==> src/sv/gha_pkg.sv <==
// Package with shared types and constants for the generational handle allocator.
`timescale 1ns / 1ps
`default_nettype none

package gha_pkg;

  localparam int unsigned IndexBitsDef   = 10;
  localparam int unsigned VersionBitsDef = 8;
  localparam int unsigned HandleW        = 18;
  localparam int unsigned VersionOutW    = 8;

  typedef enum logic [1:0] {
    CMD_CREATE = 2'd0,
    CMD_REMOVE = 2'd1,
    CMD_QUERY  = 2'd2,
    CMD_CLEAR  = 2'd3
  } cmd_e;

  typedef enum logic [1:0] {
    ST_OK          = 2'd0,
    ST_FULL        = 2'd1,
    ST_NOT_ISSUED  = 2'd2,
    ST_STALE       = 2'd3
  } status_e;

  typedef enum logic [1:0] {
    FSM_IDLE,
    FSM_FETCH,
    FSM_EXEC
  } fsm_e;

  // Commands from the controller to the datapath.
  typedef struct packed {
    logic rd_in;    // word accepted: latch it and read both memories
    logic rd_slot;  // read the version of the slot popped from the free list
    logic commit;   // update state and load the result register
  } ctrl_t;

  // Status from the datapath to the controller.
  typedef struct packed {
    logic reuse;    // create that takes its slot from the free list
    logic out_free; // result register can take a new word this cycle
  } stat_t;

endpackage

`default_nettype wire

==> src/sv/gha_ctrl.sv <==
// Controller state machine that sequences memory reads and the commit of each command.
`timescale 1ns / 1ps
`default_nettype none

module gha_ctrl import gha_pkg::*; (
  input  wire logic  clk_i,
  input  wire logic  rst_ni,
  input  wire logic  in_valid_i,
  output logic       in_ready_o,
  input  wire stat_t stat_i,
  output ctrl_t      ctrl_o
);

  fsm_e state_q, state_d;

  always_ff @(posedge clk_i or negedge rst_ni) begin
    if (!rst_ni) begin
      state_q <= FSM_IDLE;
    end else begin
      state_q <= state_d;
    end
  end

  always_comb begin
    state_d    = state_q;
    in_ready_o = 1'b0;
    ctrl_o     = '0;
    unique case (state_q)
      FSM_IDLE: begin
        in_ready_o = 1'b1;
        if (in_valid_i) begin
          ctrl_o.rd_in = 1'b1;
          state_d      = FSM_FETCH;
        end
      end
      FSM_FETCH: begin
        // A reused slot needs a second read to fetch its version.
        if (stat_i.reuse) begin
          ctrl_o.rd_slot = 1'b1;
          state_d        = FSM_EXEC;
        end else if (stat_i.out_free) begin
          ctrl_o.commit = 1'b1;
          state_d       = FSM_IDLE;
        end
      end
      FSM_EXEC: begin
        if (stat_i.out_free) begin
          ctrl_o.commit = 1'b1;
          state_d       = FSM_IDLE;
        end
      end
      default: begin
        state_d = FSM_IDLE;
      end
    endcase
  end

endmodule

`default_nettype wire

==> config.mk <==
export PLATFORM = sky130hd
export DESIGN_NAME = gha_ctrl
export DESIGN_NICKNAME = d
export VERILOG_FILES = /design/src/sv/gha_pkg.sv /design/src/sv/gha_ctrl.sv
export SDC_FILE = /design/constraint.sdc
export NUM_CORES = 1
export LEC_CHECK = 0
export BUFFER_PORTS_ARGS = -buffer_cell sky130_fd_sc_hd__buf_4
export CAP_MARGIN = 20
export CORE_AREA = 2 2 39 41
export CTS_CLUSTER_DIAMETER = 40
export DETAILED_ROUTE_END_ITERATION = 10
export DIE_AREA = 0 0 41 43
export GPL_TIMING_DRIVEN = 0
export PLACE_DENSITY_LB_ADDON = 0.15
export SLEW_MARGIN = 20
export SYNTH_ARGS = -nofsm -noshare
export SYNTH_HDL_FRONTEND = slang
export SYNTH_SLANG_ARGS = --single-unit
==> constraint.sdc <==
create_clock -name clk_i -period 3.32 [get_ports clk_i]
set_input_delay 0.498 -clock clk_i [delete_from_list [all_inputs] [get_ports clk_i]]
set_output_delay 0.498 -clock clk_i [all_outputs]
set_load 0.01 [all_outputs]
==> out/qor.yml <==
status: "completed"
yosys_warnings: 0
postSynthCellCount: 24
max_flop_register: "state_q"
grt.total_usage_pct: 7.02
post-place-ws_ps: 1720
setup_viol: 0
path_class: "reg -> out"
worst-path-max-fanout: 4
first_pass_iters: 3
vias_per_cell: 4.00
cts_setup_buffers: 0
design_area_sq_um: 302
htreeDepth: 1
clock_sinks: 2
insertion_delay_ps: 220
clk_transition_reported_paths_ps: 30
die_area_sq_mm: 0.00176
rows: 14
ys_seq_area_share_pct: 25.2
ys_ff_latch: 2
powerDensity_mw_per_mm2: 796
cp-end-kind: "output pin"
total_power_uw: 240
nFillCells: 161
start_util_pct: 14.4
layout-drive-gt1-share_pct: 34.3
syn-num-nets: 33
netlist_area_sq_um: 199
place_congestion: 0.663
synth.largest_area_cell: "dfrtp_1"
max-slew-margin-rel_pct: 80.5
yosys_most_used_dff: "dfrtp_1"
grt_pass1_vias: 199
ys_types: 14
fin_nets: 46
hold_class: "in -> async"
vdd_drop_max_v: 0.000290
grt_pass1_wl_microns: 724
yosys.area.top_type_share_pct: 25.2
place_inst: 48
worstMarginPinSlew_ps: 288
syn_avg_cell_area_sq_um: 8.29
finalWirelength_microns: 432
largestRegisters: "state_q x2"
yosysMostFrequentCell: "inv_1"
finalNonFillerCells: 51
antenna_cells: 0
worstSetupStartpointType: "register"
finalSetupTns_ps: 0
die_w_microns: 41
period_needed_ps: 1830
ios: 9
drc: 0
arrival_ps: 1330
postCtsHoldBufs: 0
grt_overflow_total: 0
coreArea_sq_mm: 0.00138
rsz0062_at_grt: "false"
cts-root-buf: "clkbuf_4"
max-cap-violations: 0
post_cts_resize_count: 0
fmax_ghz: 0.546
largest_reg_flops: 2
cts.path.max_buffers: 2
finClkSkew_ps: 1.04
wl_per_cell_microns: 8.47
hold_viol: 0
post-route-period-util_pct: 55.1
async_flop_share_pct: 100
antenna_found_initial: 0
yosys-top-cells-count: "inv_1, ha_1, a31oi_1, dfrtp_1, nand2_1"
dpl_cell_area_sq_um: 279
setup_slack_ps: 1490
port_buffers: 8
grt_max_degree: 5
tritoncts: "done"
area_delta_synth_final_pct: 51.6
synth_edf_count: 0
slew_violations: 0
drtIter0Drc: 1
yosys-top-cells-area: "dfrtp_1, ha_1, inv_1, a31oi_1, o32ai_1"
die_h_microns: 43
ant_nets: 0
cp.required_ps: 2820
vias: 204
leakage_uw: 0.000153
cts_made_buffers: 3
==> placed cells by master (no fill, tap or decap) <==
cell and count:
a21oi_1 1, a22oi_1 1, a31oi_1 2, and2_1 1
and2_2 1, buf_4 8, clkbuf_4 3, dfrtp_1 2
ha_1 4, inv_1 5, nand2_1 2, nor2_1 1
nor2b_1 1, o32ai_1 1, o41ai_1 1, or2_0 1
==> layout make-up <==
class | count | area [sq um] | area share [%]
multi-input combinational | 17 | 130 | 43.2
inverter | 5 | 18.8 | 6.22
timing repair buffer | 8 | 60.1 | 19.9
tap | 16 | 20.0 | 6.64
clock buffer | 3 | 22.5 | 7.47
sequential | 2 | 50.0 | 16.6
==> final timing paths <==
| kind | startpoint | end | slack (ps) | cells after the start |
|---|---|---|---|---|
| setup reg to reg | state_q[1] | state_q[1] | 1990 | 5 |
| hold / removal | rst_ni | state_q[1] | 50 | 1 |
| min in group clk_i | stat_i[0] | state_q[0] | 490 | 2 |
| setup / recovery | state_q[1] | ctrl_o[0] | 1490 | 5 |
| hold reg to reg | state_q[0] | state_q[0] | 570 | 2 |
| max in group asynchronous | rst_ni | state_q[0] | 3180 | 1 |
==> through the flow <==
stage,hold slack [ps],util (%)
6_report,50.7,21.8
5_1_grt,41.8,21.8
4_1_cts,39.1,21.8
3_5_place_dp,282,20.2
3_3_place_gp,281,20.2
2_1_floorplan,202,-
==> power breakdown <==
| part | total, uW | switching [uW] | internal, uW |
|---|---|---|---|
| Combinational | 139 | 69.6 | 69.5 |
| Sequential | 47.2 | 11.5 | 35.7 |
| Clock | 53.6 | 13.7 | 39.9 |
| Total | 240 | 94.8 | 145 |
==> critical path: stages, from the launching register on <==
cell and delay (ps):
dfrtp_1 380, inv_1 90, ha_1 220, a21oi_1 200, nor2_1 70, buf_4 140
==> logic make-up (layout without fill, tap and decap cells) <==
kind of cell             Yosys count  after routing  synth area share, %
flip-flops                         2              2                 25.2
adder cells (fa/ha/maj)            4              4                 25.2
buffers and inverters              5             16                 9.43
AND/OR/NAND/NOR                    7              7                 18.9
AO/OA/AOI/OAI                      6              6                 21.4
==> layer usage <==
metal	global-route usage [%]	vias up	routed length (microns)
met5	0	-	0
met1	7.05	92	193
met2	8.44	6	214
met3	3.14	0	24
met4	10.0	0	0
li1	-	106	-
(Power assumes the default switching activity.)
